--- src/hw/rtl/fpa_pkg.sv ---
package fpa_pkg;

  localparam int DataW           = 32;
  localparam int FracBitsDefault = 8;
  // Queue depth must be a power of two so that the pointers wrap by themselves.
  localparam int QueueDepth      = 4;

  localparam logic [3:0] MODE_ADD     = 4'd0;
  localparam logic [3:0] MODE_SUB     = 4'd1;
  localparam logic [3:0] MODE_MUL     = 4'd2;
  localparam logic [3:0] MODE_DIV     = 4'd3;
  localparam logic [3:0] MODE_GT      = 4'd4;
  localparam logic [3:0] MODE_LT      = 4'd5;
  localparam logic [3:0] MODE_GE      = 4'd6;
  localparam logic [3:0] MODE_LE      = 4'd7;
  localparam logic [3:0] MODE_EQ      = 4'd8;
  localparam logic [3:0] MODE_NE      = 4'd9;
  localparam logic [3:0] MODE_MIN     = 4'd10;
  localparam logic [3:0] MODE_MAX     = 4'd11;
  localparam logic [3:0] MODE_INC     = 4'd12;
  localparam logic [3:0] MODE_DEC     = 4'd13;
  localparam logic [3:0] MODE_TOINT   = 4'd14;
  localparam logic [3:0] MODE_FROMINT = 4'd15;

  localparam logic [1:0] KIND_SIMPLE = 2'd0;
  localparam logic [1:0] KIND_CMP    = 2'd1;
  localparam logic [1:0] KIND_MUL    = 2'd2;
  localparam logic [1:0] KIND_DIV    = 2'd3;

  typedef struct packed {
    logic [1:0]       kind;
    logic [3:0]       mode;
    logic [DataW-1:0] a;
    logic [DataW-1:0] b;
  } op_t;

endpackage

--- src/hw/rtl/fpa_queue.sv ---
module fpa_queue import fpa_pkg::*; (
  input  logic clk,
  input  logic rst,
  input  logic in_valid,
  output logic in_ready,
  input  op_t  in_op,
  output logic out_valid,
  input  logic out_ready,
  output op_t  out_op
);

  localparam int PtrW = $clog2(QueueDepth);
  localparam int CntW = $clog2(QueueDepth + 1);

  op_t            slots [QueueDepth];
  logic [PtrW-1:0] wr_ptr;
  logic [PtrW-1:0] rd_ptr;
  logic [CntW-1:0] count;
  logic            push;
  logic            pop;

  assign in_ready  = count != CntW'(QueueDepth);
  assign out_valid = count != '0;
  assign out_op    = slots[rd_ptr];
  assign push      = in_valid && in_ready;
  assign pop       = out_valid && out_ready;

  always_ff @(posedge clk) begin
    if (rst) begin
      wr_ptr <= '0;
      rd_ptr <= '0;
      count  <= '0;
    end else begin
      if (push) wr_ptr <= wr_ptr + 1'b1;
      if (pop) rd_ptr <= rd_ptr + 1'b1;
      if (push && !pop) count <= count + 1'b1;
      else if (pop && !push) count <= count - 1'b1;
    end
  end

  always_ff @(posedge clk) begin
    if (push) slots[wr_ptr] <= in_op;
  end

endmodule

--- config.mk ---
export PLATFORM = sky130hd
export DESIGN_NAME = fpa_queue
export DESIGN_NICKNAME = d
export VERILOG_FILES = /design/src/hw/rtl/fpa_pkg.sv /design/src/hw/rtl/fpa_queue.sv
export SDC_FILE = /design/constraint.sdc
export NUM_CORES = 1
export LEC_CHECK = 0
export BUFFER_PORTS_ARGS = -buffer_cell sky130_fd_sc_hd__buf_2
export CAP_MARGIN = 10
export CORE_MARGIN = 5
export CORE_UTILIZATION = 57
export CTS_CLUSTER_SIZE = 40
export DETAILED_ROUTE_END_ITERATION = 6
export PLACE_DENSITY = 0.89
export SETUP_SLACK_MARGIN = 0.02
export SLEW_MARGIN = 20
export SYNTH_ARGS = -nofsm -noshare
export SYNTH_HDL_FRONTEND = slang
export SYNTH_SLANG_ARGS = --single-unit
--- constraint.sdc ---
create_clock -name clk -period 4 [get_ports clk]
set_clock_uncertainty 0.2 [all_clocks]
set_input_delay 0 -clock clk [delete_from_list [all_inputs] [get_ports clk]]
set_output_delay 0 -clock clk [all_outputs]
set_load 0.005 [all_outputs]
After elaboration in Yosys (flattened, before gate mapping). Memory sizes are Yosys's and may differ from the RTL's. A register that Yosys moved wholly into a read port is not among the register bits. Cells that the tools add are included. Widths: inputs -> output; s select.

Register bits after elaboration: 7. RAM bits: 280. Bits of input ports: 74. Output and inout port bits: 72. Memories kept: 1.

Memory list: slots (depth 4, width 70, rd ports 1, clocked after memory_dff 1, write ports 1, line fpa_queue.sv:15) `op_t slots [QueueDepth];`.

$add $sub $neg: 4. Equality and inequality tests: 1. Multiplexer cells: 6. Reduce and logical (&&, ||, !) cells: 8.

Operators with widths (number): $mux 3 (2); $add 2x1->2 const B (2); $logic_and 1x1->1 (4); $mux 2 (2); $add 3x1->3 const B (1); $ne 3x3->1 const B (1); $reduce_bool 3->1 (1); $sub 3x1->3 const B (1); $logic_not 1->1 (2); $mux 1 (2); $reduce_bool 2->1 (1).

Longest topological paths before layout. Gate-level depths: netlist (run 1).

Depth in word-level cells: 6. Mapped depth: 8. Depth with buffers taken out: 8.

Worst setup path after synthesis (run 1). No wires, ideal clock.

Path type: reg-to-reg. From: register count[0]. To: memory slots[0][0] (netlist name) (enable). Library setup time: 0.436 ns. Arrival: 2.445 ns. Slack: 0.919 ns. Cell stages (with the launch flop): 4. Path buffers: 0. Cells stage by stage: dfxtp_1 > nor2_1 > a21boi_2 > and2_1.

Cells in the longest elaborated chain, start to end: 4.

RTL lines: from (decl) (line fpa_queue.sv:18) `logic [CntW-1:0] count;`; from (signal assigned) (line fpa_queue.sv:36) `if (push && !pop) count <= count + 1'b1;`; from (signal assigned) (line fpa_queue.sv:37) `else if (pop && !push) count <= count - 1'b1;`; $ne 3x3->1 (line fpa_queue.sv:22) `assign in_ready = count != CntW'(QueueDepth);`; $logic_and 1x1->1 (line fpa_queue.sv:25) `assign push = in_valid && in_ready;`; via push (line fpa_queue.sv:19) `logic push;`; $mux 1 (line fpa_queue.sv:42) `if (push) slots[wr_ptr] <= in_op;`; $mux 1 (not written as such) (line fpa_queue.sv:42); to (decl) (line fpa_queue.sv:15).

The timed path passes the listed nets, and every way through them passes these cells.

==> summary.md, run 1 <==
| Metric | Value |
|---|---|
| Outcome | completed |
| Worst Setup Start Kind | flip-flop |
| Most numerous cell in the Yosys netlist | edfxtp_1 |
| Post-route clock period utilization | 68.0% |
| Post-route ant nets | 0 |
| Initial DRC count | 348 |
| Routed wire length | 19.9 mm |
| TNS Setup | 0 ps |
| I/O Buffers | 145 |
| First-pass GRT wire length | 31.2 mm |
| Worst EP arrival | 2520 ps |
| Root Driver | clkbuf_16 |
| Post-synthesis async set-or-reset flop share | 0% |
| Synth top area share | 79.0% |
| Synth cell types | 24 |
| CTS clk-pin slew, worst paths | 60 ps |
| Leakage power | 4.47 nW |
| Cts repair resizes | 0 |
| Synth Flop Type | edfxtp_1 |
| Clock buffer depth | 3 |
| Largest net degree at the start of global routing | 71 |
| Layout cell share with drive strength beyond 1 | 39.1% |
| EDFF count, synth | 280 |
| Drt first pass iters | 4 |
| Layout net count | 727 |
| Boundary Pins | 146 |
| Post-synth top area cell | edfxtp_1 |
| Clock tree sinks | 289 |
| Setup Crit Path Kind | flip-flop to output pin |
| Synth Cell Area | 10600 um2 |
| Critical Path Sink Type | output pin |
| Sequential-to-total area share from yosys stat | 80.7% |
| Synth top cells by count | 280 x edfxtp_1, 70 x mux4_2, 9 x dfxtp_1, 8 x nor2_1 |
| Top cells by area, synth | edfxtp_1 79%, mux4_2 15%, dfxtp_1 1.7%, buf_12 1.3%, ha_1 0.59% |
| Die Height | 147 um |
| Die footprint | 21500 um2 |
| Highest Clock Rate | 368 MHz |
| Maxcap violations | 0 |
| Global placement routability congestion | 0.708 |
| Num CTS Buffers | 28 |
| Syn Nets | 494 |
| H-tree depth | 1 |
| Vias in the first global route | 5558 |
| Effective utilization at floorplan | 57.5% |
| Mapped Cells | 414 |
| Total grt overflow | 0 |
| TritonCTS clock tree | built |
| Hold/Removal Path Class | input port to flip-flop |
| #FFs+latches synth | 289 |
| Hold Fails Final Rpt | 0 |
| Total GRT Usage | 18.6% |
| Worst-skew pair later-pin latency | 520 ps |
| CP Max Fanout | 38 |
| Synth Warn # | 0 |
| # setup viols final | 0 |
| Postcts setup bufs | 0 |
| Vias | 5035 |
| Hold-fix buffers, CTS | 74 |
| Site Rows | 50 |
| Max IR drop VDD | 0.377 mV |
| Min Tclk post-route | 2720 ps |
| Power Total | 8.00 mW |
| Syn avg cell area | 25.7 um2 |
| Initial antenna violation count | 1 |
| CP required | 3800 ps |
| Relative slew slack | 29.3% |
| Slew Limit Fails | 0 |
| Core ar. | 18500 um2 |
| P per Cell Area | 610 nW/um2 |
| Area growth, synth to finish | 23.2% |
| RSZ-0062 raised after global routing | false |
| Die W | 147 um |
| DRC viols | 0 |
| Vias per Instance | 5.58 |
| Least-Margin Pin Slew | 1060 ps |
| HPWL after detailed placement | 11.2 mm |
| Avg WL per Cell | 22.0 um |
metal layers:
layer | GRT usage (%) | vias to the layer above | part of all wire (%)
li1 | - | 2233 | -
met1 | 25.9 | 2580 | 40
met2 | 30.6 | 184 | 50
met3 | 4.28 | 38 | 7.0
met4 | 4.70 | 0 | 2.1
met5 | 0 | - | 0
report_power, final:
part	internal [mW]	switching (mW)	leakage [nW]
Clock	1.44	1.01	0.429
Sequential	3.69	0.248	2.64
Combinational	0.902	0.701	1.40
Total	6.03	1.96	4.47
area by class of cell:
class | instances | area (um2)
Timing Repair Buffer | 220 | 1490
Multi-Input combinational cell | 105 | 1860
Antenna cell | 1 | 2.50
Fill cell | 1097 | 5400
Clock buffer | 35 | 748
Tap cell | 234 | 293
Clock inverter | 16 | 120
Sequential cell | 289 | 8600
Inverter | 3 | 11.3
critical path: stages (launching register included):
cell,delay [ps]
dfxtp_4,870
buf_12,360
mux4_2,570
buf_2,150
placed cells by master (no fill, tap or decap), drive strengths merged, types with 2 or more instances in the layout:
cell type and count:
and2 4, buf 146, bufinv 2, clkbuf 35, clkinv 14, dfxtp 9, dlygate4sd3 74, edfxtp 280
ha 5, inv 3, mux2i 2, mux4 70, nand2b 2, nor2 8, or3 2, xor2 4
final timing paths:
check                                             from                      to  slack (ps)  cells past startpoint
worst min register to register  wr_ptr[1]$_SDFFE_PP0P_  wr_ptr[1]$_SDFFE_PP0P_         320                      2
worst max-delay path                         flip-flop              out_op[49]        1280                      3
worst min-delay path                         in_op[51]  slots[0][51]$_DFFE_PP_          30                      2
worst max register to register   count[0]$_SDFFE_PP0P_   count[2]$_SDFFE_PP0P_        1400                      8
registers in the layout, summed over array words and instances (netlist names), named ones only:
| register | count |
|---|---|
| rd_ptr | 2 |
| slots | 280 |
| wr_ptr | 2 |
| count | 3 |
kinds of logic (layout without fill, tap and decap cells):
group	count (synthesis)	in the layout	synth area share, %
DFF	289	289	80.7
adders and majority gates	6	6	0.776
buffers and inverters	20	274	1.93
muxes	73	73	15.1
AOI/OAI and AO/OA	5	5	0.353
and+or+nand+nor	17	17	0.788
other	0	1	0
xor gates and xnor gates	4	4	0.329
per-stage QoR:
step	instance area (um2)	instances	worst slack, ps	hold slack, ps	util (%)
finish	13100	903	1280	29.4	70.8
global route	13100	903	1050	17.2	70.8
floorplan	10600	414	919	-101	-
detailed placement	11500	777	1450	17.8	62.1
global placement	11500	777	1670	9.60	62.1
CTS	13100	902	1190	10.0	70.8
Note: power is estimated with default switching activity, not from simulation.
==> run 2: changes to the inputs <==
--- a/config.mk
+++ b/config.mk
@@ -8,10 +8,10 @@
 export BUFFER_PORTS_ARGS = -buffer_cell sky130_fd_sc_hd__buf_2
 export CAP_MARGIN = 10
 export CORE_MARGIN = 5
-export CORE_UTILIZATION = 57
+export CORE_UTILIZATION = 51
 export CTS_CLUSTER_SIZE = 40
 export DETAILED_ROUTE_END_ITERATION = 6
-export PLACE_DENSITY = 0.89
+export PLACE_DENSITY = 0.85
 export SETUP_SLACK_MARGIN = 0.02
 export SLEW_MARGIN = 20
 export SYNTH_ARGS = -nofsm -noshare
==> constraint.sdc (replaced) <==
create_clock -name clk -period 2.5 [get_ports clk]
set_clock_uncertainty 0.2 [all_clocks]
set_input_delay 0 -clock clk [delete_from_list [all_inputs] [get_ports clk]]
set_output_delay 0 -clock clk [all_outputs]
set_load 0.005 [all_outputs]
==> run 2 against run 1 <==
Against the previous run:
- largest cell class unchanged
- routed wire length decreased by 1.6%
- worst hold slack got worse by 5.3 ps
- clock power up 66%
- combinational power rose by 76%
- non-clock buffer count increased by 11
- critical endpoint is now count[2]$_SDFFE_PP0P_
- first-iteration DRC count shrank 34%
- sequential power is 55% higher
- utilization shrank 5.2 points
- highest routed layer unchanged
- sequential share of layout area down 1.3 points
==> summary.md, run 2 (synthesized netlist as in run 1, its figures left out) <==
| Metric | Value |
|---|---|
| CP required | 2750 ps |
| Setup Crit Path Kind | flip-flop to flip-flop |
| Avg WL per Cell | 20.6 um |
| Worst EP arrival | 2510 ps |
| Total grt overflow | 0 |
| Maxcap violations | 0 |
| Layout cell share with drive strength beyond 1 | 40.0% |
| P per Cell Area | 972 nW/um2 |
| Design area | 13400 um2 |
| TNS Setup | 0 ps |
| Min Tclk post-route | 2260 ps |
| Routed wire length | 19.6 mm |
| Layout net count | 738 |
| Worst Setup Start Kind | flip-flop |
| I/O Buffers | 145 |
| Effective utilization at floorplan | 52.2% |
| Initial DRC count | 228 |
| Outcome | completed |
| Boundary Pins | 146 |
| Clock buffer depth | 3 |
| Post-route clock period utilization | 90.4% |
| Hold/Removal Path Class | input port to flip-flop |
| Worst-skew pair later-pin latency | 520 ps |
| Clock tree sinks | 289 |
| WL met2 | 10.3 mm |
| Relative slew slack | 68.2% |
| Initial antenna violation count | 1 |
| TritonCTS clock tree | built |
| Critical Path Sink Type | flip-flop |
| Filler Cell Count | 1289 |
| Vias in the first global route | 5754 |
| Global placement routability congestion | 0.744 |
| First-pass GRT wire length | 31.0 mm |
| DRC viols | 0 |
| Total GRT Usage | 16.6% |
| Highest Clock Rate | 442 MHz |
| Die footprint | 23900 um2 |
| Biggest register | slots |
| Top layer in use | met4 |
| Fin Hold WS | 24.0 ps |
| Post-Place Cells | 821 |
| Die W | 154 um |
| CTS clk-pin slew, worst paths | 60 ps |
| CP Max Fanout | 6 |
| Core ar. | 20400 um2 |
| Die Height | 154 um |
| Power Total | 13.0 mW |
| Post-Layout Cell Count | 949 |
| # setup viols final | 0 |
| Max FFs per register | 280 |
| FF/Latch Area | 8600 um2 |
| Least-Margin Pin Slew | 476 ps |
| Commonest non-fill, non-tap cell in the layout | edfxtp_1 |
| Met3 WL | 1.27 mm |
| Post-route ant nets | 0 |
| Leakage power | 4.55 nW |
| Area growth, synth to finish | 25.7% |
| Most frequent cells in the layout | 280 x edfxtp_1, 145 x buf_2, 77 x dlygate4sd3_1 |
| Hold Fails Final Rpt | 0 |
| Num CTS Buffers | 28 |
| Largest net degree at the start of global routing | 71 |
| Multi-input logic area | 1860 um2 |
| Post-DP Area | 11700 um2 |
| Root Driver | clkbuf_16 |
| Vias per Instance | 5.29 |
| Site Rows | 52 |
| RSZ-0062 raised after global routing | false |
| Vias | 5024 |
| Largest regs | slots (280), count (3) |
| Drt first pass iters | 4 |
| HPWL after detailed placement | 11.1 mm |
| Max IR drop VDD | 0.659 mV |
| Slew Limit Fails | 0 |
| WL met1 | 7.61 mm |
| H-tree depth | 1 |
==> run 2: critical path, stage by stage, from the launching register on <==
cell     delay [ps]
dfxtp_2         360
o31ai_2         300
ha_1            250
inv_1            70
fa_1            380
xor2_1          170
or3_1           320
a21oi_1         150
==> run 2: stage by stage <==
step	utilization [%]	worst slack, ps
floorplan	-	179
global placement	57.4	242
detailed placement	57.4	143
CTS	65.6	119
global route	65.7	37.2
finish	65.7	239
==> run 2: worst paths after layout <==
check                    startpoint                      to  slack (ps)  depth (start not counted)
max           count[1]$_SDFFE_PP0P_   count[2]$_SDFFE_PP0P_         240                          7
min                       in_op[17]  slots[2][17]$_DFFE_PP_          20                          2
min reg2reg  wr_ptr[1]$_SDFFE_PP0P_  wr_ptr[1]$_SDFFE_PP0P_         320                          2
max reg2reg   count[1]$_SDFFE_PP0P_   count[2]$_SDFFE_PP0P_         240                          7
==> run 2: layer usage <==
layer  global-route usage [%]  up-vias
met2                     30.0      161
met1                     20.3     2566
met4                     4.12        0
met3                     3.69       41
met5                        0        -
li1                         -     2256
==> run 2: report_power, final <==
part	switching [mW]	internal [mW]
clock network	1.65	2.44
logic	1.29	1.53
registers	0.195	5.89
total	3.14	9.86
==> run 2: area by class of cell <==
type | count | area share [%]
diodes | 1 | 0.0187
clock buffers | 37 | 5.65
clock inverters | 13 | 1.15
inverters | 3 | 0.0842
multi-input cells | 105 | 13.9
flip-flops and latches | 289 | 64.3
well taps | 270 | 2.53
repair buffers | 231 | 12.4
==> run 2: timing repair <==
action,4_1_cts,5_1_grt
gates resized for setup,0,3
setup endpoints to repair,0,1
hold buffers,77,0
hold endpoints to repair,289,0
buffers inserted,0,0
