===== config.mk =====
export PLATFORM = sky130hd
export DESIGN_NAME = fpa_front
export DESIGN_NICKNAME = d
export VERILOG_FILES = /design/src/hw/rtl/fpa_pkg.sv /design/src/hw/rtl/fpa_front.sv
export SDC_FILE = /design/constraint.sdc
export NUM_CORES = 1
export LEC_CHECK = 0
export BUFFER_PORTS_ARGS = -buffer_cell sky130_fd_sc_hd__clkbuf_2
export CORE_MARGIN = 3
export CORE_UTILIZATION = 44
export DETAILED_ROUTE_END_ITERATION = 8
export HOLD_SLACK_MARGIN = 0.05
export PLACE_DENSITY = 0.88
export SYNTH_ARGS = -nofsm -noshare
export SYNTH_HDL_FRONTEND = slang
export SYNTH_SLANG_ARGS = --single-unit

===== constraint.sdc =====
create_clock -name clk -period 2.3 [get_ports clk]
set_input_delay 0.23 -clock clk [delete_from_list [all_inputs] [get_ports clk]]
set_output_delay 0.23 -clock clk [all_outputs]
set_load 0.1 [all_outputs]

===== src/hw/rtl/fpa_pkg.sv =====
package fpa_pkg;

  localparam int DataW           = 32;
  localparam int FracBitsDefault = 8;
  // Queue depth must be a power of two so that the pointers wrap by themselves.
  localparam int QueueDepth      = 4;

  localparam logic [3:0] MODE_ADD     = 4'd0;
  localparam logic [3:0] MODE_SUB     = 4'd1;
  localparam logic [3:0] MODE_MUL     = 4'd2;
  localparam logic [3:0] MODE_DIV     = 4'd3;
  localparam logic [3:0] MODE_GT      = 4'd4;
  localparam logic [3:0] MODE_LT      = 4'd5;
  localparam logic [3:0] MODE_GE      = 4'd6;
  localparam logic [3:0] MODE_LE      = 4'd7;
  localparam logic [3:0] MODE_EQ      = 4'd8;
  localparam logic [3:0] MODE_NE      = 4'd9;
  localparam logic [3:0] MODE_MIN     = 4'd10;
  localparam logic [3:0] MODE_MAX     = 4'd11;
  localparam logic [3:0] MODE_INC     = 4'd12;
  localparam logic [3:0] MODE_DEC     = 4'd13;
  localparam logic [3:0] MODE_TOINT   = 4'd14;
  localparam logic [3:0] MODE_FROMINT = 4'd15;

  localparam logic [1:0] KIND_SIMPLE = 2'd0;
  localparam logic [1:0] KIND_CMP    = 2'd1;
  localparam logic [1:0] KIND_MUL    = 2'd2;
  localparam logic [1:0] KIND_DIV    = 2'd3;

  typedef struct packed {
    logic [1:0]       kind;
    logic [3:0]       mode;
    logic [DataW-1:0] a;
    logic [DataW-1:0] b;
  } op_t;

endpackage


===== src/hw/rtl/fpa_front.sv =====
module fpa_front import fpa_pkg::*; (
  input  logic        clk,
  input  logic        rst,
  input  logic        s_tvalid,
  output logic        s_tready,
  input  logic [63:0] s_tdata,
  input  logic [3:0]  s_tuser,
  output logic        op_valid,
  input  logic        op_ready,
  output op_t         op
);

  logic [1:0] kind_next;

  always_comb begin
    unique case (s_tuser) inside
      MODE_MUL: kind_next = KIND_MUL;
      MODE_DIV: kind_next = KIND_DIV;
      MODE_GT, MODE_LT, MODE_GE, MODE_LE, MODE_EQ, MODE_NE: kind_next = KIND_CMP;
      default: kind_next = KIND_SIMPLE;
    endcase
  end

  assign s_tready = !op_valid || op_ready;

  always_ff @(posedge clk) begin
    if (rst) begin
      op_valid <= 1'b0;
    end else if (s_tready) begin
      op_valid <= s_tvalid;
    end
  end

  always_ff @(posedge clk) begin
    if (s_tvalid && s_tready) begin
      op.kind <= kind_next;
      op.mode <= s_tuser;
      op.a    <= s_tdata[31:0];
      op.b    <= s_tdata[63:32];
    end
  end

endmodule


---- Yosys cells after proc, flatten, opt, wreduce, memory -nomap -nowiden ----
Index checks and enable logic that the tools add are counted.
W data, S select, Z words.
storage, ports and cells
  bits in registers ....................... 71
  bits of input ports ..................... 72
  output and inout port bits .............. 72
  word-level logic and storage cells ...... 18
operators by class
  equal/unequal tests ..................... 8
  muxes and demuxes ....................... 1
  reductions and logical operators ........ 4
operators by type and width
  cell                  number
  $eq A4 B3 Y1 const B  4
  $eq A4 B2 Y1 const B  2
  $eq A4 B4 Y1 const B  2
  $pmux W2 S3           1
  $reduce_or A6 Y1      1
  $logic_and A1 B1 Y1   1
  $logic_not A1 Y1      1
  $logic_or A1 B1 Y1    1

---- Depth between registers and ports, before layout ----
Gate-level depths: netlist of run 1.
  depth in word-level cells ............... 3
  depth in mapped cells ................... 2
  gate-level depth less buffers ........... 2

---- Least setup slack after synthesis of run 1 ----
No wires, ideal clock.
  path kind ............................... register -> register
  start ................................... register op_valid
  end ..................................... register op[0] (netlist bit) (enable)
  library setup time ...................... 329 ps
  data arrival time ....................... 1850 ps
  setup slack ............................. 121 ps
  cell stages (with the launch flop) ...... 3
  path buffers ............................ 0
  cell sequence ........................... dfxtp_1 -> nand2b_4 -> and2_4
on the way
  cells in the longest elaborated chain, start to end .. 3
ends and longest elaborated chain
  element                 RTL line         RTL
  from (decl)             fpa_front.sv:8   output logic op_valid,
  from (signal assigned)  fpa_front.sv:30  op_valid <= s_tvalid;
  $logic_not A1 Y1        fpa_front.sv:24  assign s_tready = !op_valid || op_ready;
  $logic_or A1 B1 Y1      fpa_front.sv:24
  net s_tready            fpa_front.sv:5   output logic s_tready,
  $logic_and A1 B1 Y1     fpa_front.sv:35  if (s_tvalid && s_tready) begin
  to (decl)               fpa_front.sv:10  output op_t op
The timed path passes the listed nets, and every way through them passes these cells.
A chain may end at the register's enable or synchronous reset.

---- Final worst setup path of run 1 ----
  start ................................... register op_valid
  end ..................................... register op[47] (netlist bit) (enable)
on the way
  cells in the longest elaborated chain, start to end .. 3
ends and longest elaborated chain
  element              RTL line
  $logic_not A1 Y1     fpa_front.sv:24
  $logic_or A1 B1 Y1   fpa_front.sv:24
  $logic_and A1 B1 Y1  fpa_front.sv:35
Every way passes these cells.

==> metrics, run 1 <==
run status=complete, no violations; Max Fanout on Critical Path=38; leakage power summed over all cells=1.42 nW; total of endpoints with negative setup slack in the final report=0; vertical extent of the die=76.4 µm; TritonCTS Buffers=9; Num Clock Sinks=71; synthesized flop and latch total=71; endpoint kind of the worst setup timing path=register; row cnt=24; worst hold path class=input pin to register; Yosys cell types=10; final critical delay including setup and external delays=1.44 ns; wire per inst=16.6 µm; origin of the critical flop-to-flop path=op_valid$_SDFFE_PP0N_; floorplan core area=4560 µm²; final cell area excluding filler cells=3220 µm²; Area growth, synth to finish=47.4%; maximum number of pins on one net before global-route repair=39; TritonCTS clock tree=built; timing startpoint of the critical path=op_valid$_SDFFE_PP0N_; Yosys Warn Count=0; count of fill cells added during filler insertion=312; drt pass-1 iters=4; maximum root-to-sink buffer count=2; CP Data Required Time=2.32 ns; final global-route overflow total=0; Antenna Diode Count=0; DRC violation count after routing=0; Syn Nets=151; proportion of layout cells with a drive suffix above 1=0.669; Max-cap violations=0; type of origin of the critical path=register; total standard cell area after synthesis=2180 µm²; unrepaired setup endpoints after global routing=no; worst setup timing slack at the placement stage=0.826 ns; cells after synthesis=79; Vias per Instance=4.36; die footprint=5840 µm²; crit share post-route=0.628; end point of the critical path=op[47]$_DFFE_PP_; Buffers on Ports=143; number of hold violations in the final report=0; vias in the first global route=1423; x dimension of the die=76.4 µm; mean cell area of the mapped netlist=27.6 µm²; Arrival @ worst endpoint=1.46 ns; power density cells=984 nW/µm²; depth of the most critical reg-to-reg path=3; worst rel slew slack=0.626; half-perimeter wire length after placement=3.91 mm; root buf cell=sky130_fd_sc_hd__clkbuf_8; Achievable Freq=693 MHz; clock insertion delay at the later pin of the skew report=0.32 ns; initial antenna violation count=0; Placer Congestion=0.729; Final TNS setup=0 ns; count of pins over their slew limit=0; Post-DRT Antenna Nets=0; register-to-register setup slack=0.86 ns; Iter 0 DRT Violations=67; Boundary Pins=144; slew at the pin with the worst max-slew slack=0.564 ns; sequential-to-total area share from yosys stat=0.972; global-route usage over all layers=0.181; peak supply drop=0.000460 V; Total Routed Length=5.10 mm; starting utilization of the core area=0.478; crit path setup slack, layout=0.856 ns; H-tree depth=3; wire length of the first global-routing pass=7.53 mm; category of the most critical setup path=register to register; clock tree skew after final layout=0.00379 ns; final layout net count=309; capturing point of the worst reg2reg path=op[47]$_DFFE_PP_; Placed Instance Area=3000 µm²; count of cells resized by post-cts repair=0; via count=1339; post-CTS clock slew at the launch and capture registers of the worst setup and hold paths=0.07 ns
[flip-flops by register name, indices dropped and copies added (netlist names)]
name / cells
op: 70
op_valid: 1
[cell type report]
type	count	area [µm²]	share of cell area
clock buffer	9	124	0.0385
clock inverter	7	63.8	0.0198
inverter	1	3.75	0.00117
multi-input combinational	7	56.3	0.0175
sequential	71	2120	0.660
tap	65	81.3	0.0253
timing repair buffer	147	766	0.238
[cells in the final DEF (no fill, tap or decap)]
| cell | synthesis | final |
|---|---|---|
| sky130_fd_sc_hd__a21oi_1 | 1 | 1 |
| sky130_fd_sc_hd__nand2b_4 | 1 | 1 |
| sky130_fd_sc_hd__clkbuf_2 | 0 | 143 |
| sky130_fd_sc_hd__a21oi_2 | 1 | 1 |
| sky130_fd_sc_hd__buf_12 | 0 | 1 |
| sky130_fd_sc_hd__o22ai_1 | 1 | 1 |
| sky130_fd_sc_hd__clkinv_2 | 0 | 3 |
| sky130_fd_sc_hd__bufinv_16 | 0 | 1 |
| sky130_fd_sc_hd__clkbuf_8 | 0 | 9 |
| sky130_fd_sc_hd__nor3b_1 | 1 | 1 |
| sky130_fd_sc_hd__and2_4 | 1 | 1 |
| sky130_fd_sc_hd__clkinv_1 | 0 | 1 |
| sky130_fd_sc_hd__nand2b_1 | 1 | 1 |
| sky130_fd_sc_hd__dlygate4sd3_1 | 0 | 3 |
| sky130_fd_sc_hd__dfxtp_1 | 1 | 1 |
| sky130_fd_sc_hd__clkinvlp_4 | 0 | 2 |
| sky130_fd_sc_hd__edfxtp_1 | 70 | 70 |
| sky130_fd_sc_hd__inv_1 | 1 | 1 |
[worst max-delay path, stage by stage (launching register included)]
cell and delay, ns:
sky130_fd_sc_hd__dfxtp_1 0.33, sky130_fd_sc_hd__nand2b_4 0.08, sky130_fd_sc_hd__and2_4 0.42, sky130_fd_sc_hd__buf_12 0.28
[Yosys cell counts, drive strengths merged]
master,instances,area (µm²)
a21oi,2,13.8
inv,1,3.75
nand2b,2,20.0
nor3b,1,7.51
edfxtp,70,2100
and2,1,8.76
o22ai,1,6.26
dfxtp,1,20.0
[timing repair]
item / in CTS / in global routing
endpoints found under the hold margin: 1 / 2
hold buffers: 1 / 2
setup buffers: 0 / 0
[per-layer routing]
layer | vias up | wire length, µm | track usage
met5 | - | 0 | 0
met4 | 0 | 124 | 0.111
met3 | 10 | 441 | 0.0733
met2 | 83 | 2800 | 0.322
met1 | 612 | 1730 | 0.171
li1 | 634 | - | -
[worst min-delay path by stage]
stage | startpoint | to | slack [ns] | cells past startpoint
6_report | s_tdata[17] | op[49]$_DFFE_PP_ | 0.08 | 1
5_1_grt | s_tdata[27] | op[59]$_DFFE_PP_ | 0.05 | 1
4_1_cts | s_tdata[58] | op[26]$_DFFE_PP_ | 0.05 | 1
3_5_place_dp | rst | op_valid$_SDFFE_PP0N_ | 0.40 | 2
3_3_place_gp | rst | op_valid$_SDFFE_PP0N_ | 0.39 | 2
2_1_floorplan | rst | op_valid$_SDFFE_PP0N_ | 0.29 | 1
[power by group]
group          switching, mW  internal (mW)
logic                  0.613         0.0990
clock network          0.430          0.491
registers             0.0213           1.51
[cell families (layout without fill, tap and decap cells)]
| group | Yosys count | count (layout) | synth area share |
|---|---|---|---|
| AO/OA/AOI/OAI | 3 | 3 | 0.00917 |
| buffers and inverters | 1 | 164 | 0.00172 |
| flip-flops | 71 | 71 | 0.972 |
| AND/OR/NAND/NOR | 4 | 4 | 0.0166 |
[stage by stage]
stage | util | power (mW) | instances | hold slack, ns
floorplan | - | 2.13 | 79 | 0.292
global placement | 0.657 | 2.26 | 288 | 0.394
global route | 0.705 | 3.28 | 307 | 0.0534
finish | 0.705 | 3.17 | 307 | 0.0762
detailed placement | 0.657 | 2.27 | 288 | 0.398
CTS | 0.700 | 3.19 | 305 | 0.0537
(Power assumes the default switching activity.)
==> run 2, diff against run 1 <==
- ABC_AREA: default -> 1
- CORE_UTILIZATION: 44 -> 37
- PLACE_DENSITY: 0.88 -> 0.8
- clock period: 2.3 -> 1.3 ns (I/O delays scaled with it)
==> metrics, run 2 <==
run status=complete, no violations; initial antenna violation count=0 (unchanged); list of most frequent post-synthesis cells=sky130_fd_sc_hd__edfxtp_1 (70), sky130_fd_sc_hd__inv_1 (3), sky130_fd_sc_hd__nand2_1 (3), sky130_fd_sc_hd__a21oi_1 (2); final global-route overflow total=0 (unchanged); vias in the first global route=1711 (+20%); Largest Register=op; worst rel slew slack=0.630 (+0.00369); Yosys cell types=9 (-1); origin of the critical flop-to-flop path=op_valid$_SDFFE_PP0N_; worst hold path class=input pin to register; crit path setup slack, layout=0.0504 ns (-0.806 ns); Top Registers=op x70, op_valid x1; Area growth, synth to finish=84.4%; power density cells=1400 nW/µm² (+42%); register-to-register setup slack=0.18 ns (-0.68 ns); Placer Congestion=0.686 (-5.9%); via count=1661 (+24%); endpoint kind of the worst setup timing path=output port; count of fill cells added during filler insertion=376 (+21%); slew at the pin with the worst max-slew slack=0.558 ns (-0.00556 ns); final critical delay including setup and external delays=1.25 ns; x dimension of the die=82.7 µm (+8.2%); category of the most critical setup path=register to output port; Achievable Freq=800 MHz; total standard cell area after synthesis=2180 µm² (-0.23%); mean cell area of the mapped netlist=26.2 µm² (-5.0%); sequential standard cell area=2130 µm² (+0.18%); Min-Delay Path Depth=3 (+2); Iter 0 DRT Violations=76 (+13%); global-route usage over all layers=0.170 (-0.0106); capturing point of the worst reg2reg path=op[51]$_DFFE_PP_; number of synthesized flops with an enable pin=70 (unchanged); number of hold violations in the final report=0 (unchanged); cell with the most instances after synthesis=sky130_fd_sc_hd__edfxtp_1; Boundary Pins=144 (unchanged); Post-DRT Antenna Nets=0 (unchanged); Max Fanout on Critical Path=1 (-97%); unrepaired setup endpoints after global routing=no; proportion of layout cells with a drive suffix above 1=0.514 (-0.155); cell total after placement=300 (+4.2%); vertical extent of the die=82.7 µm (+8.2%); ordered list of cells on the worst path=clkbuf_2; Arrival @ worst endpoint=1.12 ns (-0.34 ns); Total Routed Length=5.83 mm (+14%); drt pass-1 iters=4 (unchanged); Antenna Diode Count=0 (unchanged); type of origin of the critical path=register; worst stage delay on the critical path=0.45 ns (+0.03 ns); primary flip-flop cell chosen by synthesis mapping=sky130_fd_sc_hd__edfxtp_1; startpoint of the lowest-slack hold path=s_tvalid; post-CTS clock slew at the launch and capture registers of the worst setup and hold paths=0.07 ns (about the same); DRC violation count after routing=0 (unchanged); TritonCTS clock tree=built; leakage power summed over all cells=1.73 nW (+22%); TritonCTS Buffers=9 (unchanged); number of flip-flops in the largest register=70 (unchanged); cell types occupying the most area after synthesis=sky130_fd_sc_hd__edfxtp_1 (97%), sky130_fd_sc_hd__dfxtp_1 (0.92%), sky130_fd_sc_hd__inv_1 (0.52%), sky130_fd_sc_hd__nand2_1 (0.52%), sky130_fd_sc_hd__a21oi_1 (0.46%); overall power=5.62 mW (+78%); maximum number of pins on one net before global-route repair=39 (unchanged); crit share post-route=0.961; root buf cell=sky130_fd_sc_hd__clkbuf_8; final layout net count=380 (+23%); area used by multi-input combinational logic=55.1 µm² (-2.2%); maximum root-to-sink buffer count=2 (unchanged); kind of cell adding the most delay to the critical path=buffers and inverters; clock insertion delay at the later pin of the skew report=0.33 ns (about the same); row cnt=27 (+13%); cells after synthesis=83 (+5.1%); clock tree skew after final layout=0.00710 ns (+0.00331 ns); Yosys Warn Count=0 (unchanged); peak supply drop=0.000731 V (+59%); H-tree depth=3 (unchanged); cell taking the most area after synthesis=sky130_fd_sc_hd__edfxtp_1; depth of the most critical reg-to-reg path=2 (-1); wire per inst=15.2 µm (-8.8%); Synth top area share=0.966 (+0.00221); Max-cap violations=0 (unchanged); Num Clock Sinks=71 (unchanged); wire length of the first global-routing pass=8.04 mm (+6.8%); Vias per Instance=4.31 (-1.1%); CP Data Required Time=1.17 ns (-1.15 ns); endpoint with the worst hold slack=op_valid$_SDFFE_PP0N_; floorplan core area=5610 µm² (+23%); starting utilization of the core area=0.388 (-0.0899); count of pins over their slew limit=0 (unchanged); Final TNS setup=0 ns (unchanged); most common cell after layout, fill and taps aside=sky130_fd_sc_hd__clkbuf_2; most used cells in the layout excluding fill and tap cells=sky130_fd_sc_hd__clkbuf_2 (84), sky130_fd_sc_hd__edfxtp_1 (70), sky130_fd_sc_hd__dlygate4sd3_1 (69), sky130_fd_sc_hd__buf_4 (45), sky130_fd_sc_hd__buf_2 (13); total of endpoints with negative setup slack in the final report=0 (unchanged); share of synthesized flip-flops with an asynchronous set or reset=0 (unchanged); Buffers on Ports=143 (unchanged); non-filler instance count after layout=385 (+25%); CP max stage cell=sky130_fd_sc_hd__clkbuf_2; buffering stage count on the worst path with inverters included=1 (unchanged); buffers inserted during post-CTS setup optimization=0 (unchanged); Syn Nets=155 (+2.6%); synthesized flop and latch total=71 (unchanged); sequential-to-total area share from yosys stat=0.975 (+0.00224); die footprint=6840 µm² (+17%); worst setup timing slack at the placement stage=0.194 ns (-0.632 ns); half-perimeter wire length after placement=3.68 mm (-6.0%)
-- run 2: changes by cell type in the layout (fill, tap and decap cells not counted), sizes merged, moves of 2 or more --
cell,change
inv,+2
dlygate4sd3,+66
nand2b,-2
nand2,+4
buf,+60
clkbuf,-56
-- run 2: metrics by stage --
step	hold slack [ns]	area, µm²	utilization
global route	0.0822	4010	0.716
global placement	0.292	3170	0.564
CTS	0.0678	4010	0.716
detailed placement	0.299	3170	0.564
finish	0.0839	4010	0.716
floorplan	0.189	2190	-
-- run 2: final cells by class --
| cell class | count | area share |
|---|---|---|
| multi-input combinational | 9 | 0.0137 |
| inverter | 3 | 0.00281 |
| clock buffer | 12 | 0.0337 |
| tap | 72 | 0.0224 |
| sequential | 71 | 0.530 |
| clock inverter | 4 | 0.00561 |
| timing repair buffer | 214 | 0.392 |
-- run 2: worst max-delay path by stage --
| stage | depth (start not counted) | startpoint | to | slack (ns) |
|---|---|---|---|---|
| final | 1 | op[4]$_DFFE_PP_ | op[4] | 0.05 |
| after global routing | 1 | op[24]$_DFFE_PP_ | op[24] | 0.003 |
| after CTS | 1 | op[5]$_DFFE_PP_ | op[5] | 0.01 |
| after detailed placement | 2 | op_valid$_SDFFE_PP0N_ | op[18]$_DFFE_PP_ | 0.19 |
| after global placement | 2 | op_valid$_SDFFE_PP0N_ | op[34]$_DFFE_PP_ | 0.21 |
| after floorplan | 1 | op_valid$_SDFFE_PP0N_ | op[0]$_DFFE_PP_ | -0.81 |
-- run 2: what timing repair did --
action,CTS,global route
setup endpoints to repair,0,13
hold endpoints to repair,69,0
hold buffers,69,0
resized for setup,0,13
-- run 2: where the power goes --
part | internal [mW] | switching [mW]
clock network | 0.684 | 0.734
registers | 2.68 | 0.0410
logic | 0.364 | 1.13
total | 3.72 | 1.90
-- run 2: cell families after synthesis --
| logic type | count (synthesis) | synth area share |
|---|---|---|
| AOI/OAI and AO/OA | 3 | 0.00689 |
| buffers and inverters | 3 | 0.00517 |
| DFF | 71 | 0.975 |
| and+or+nand+nor | 6 | 0.0132 |
-- run 2: routing by layer --
layer	wire, µm	GRT usage
met2	3110	0.306
met1	2030	0.158
met3	585	0.0748
met5	0	0
met4	103	0.0948
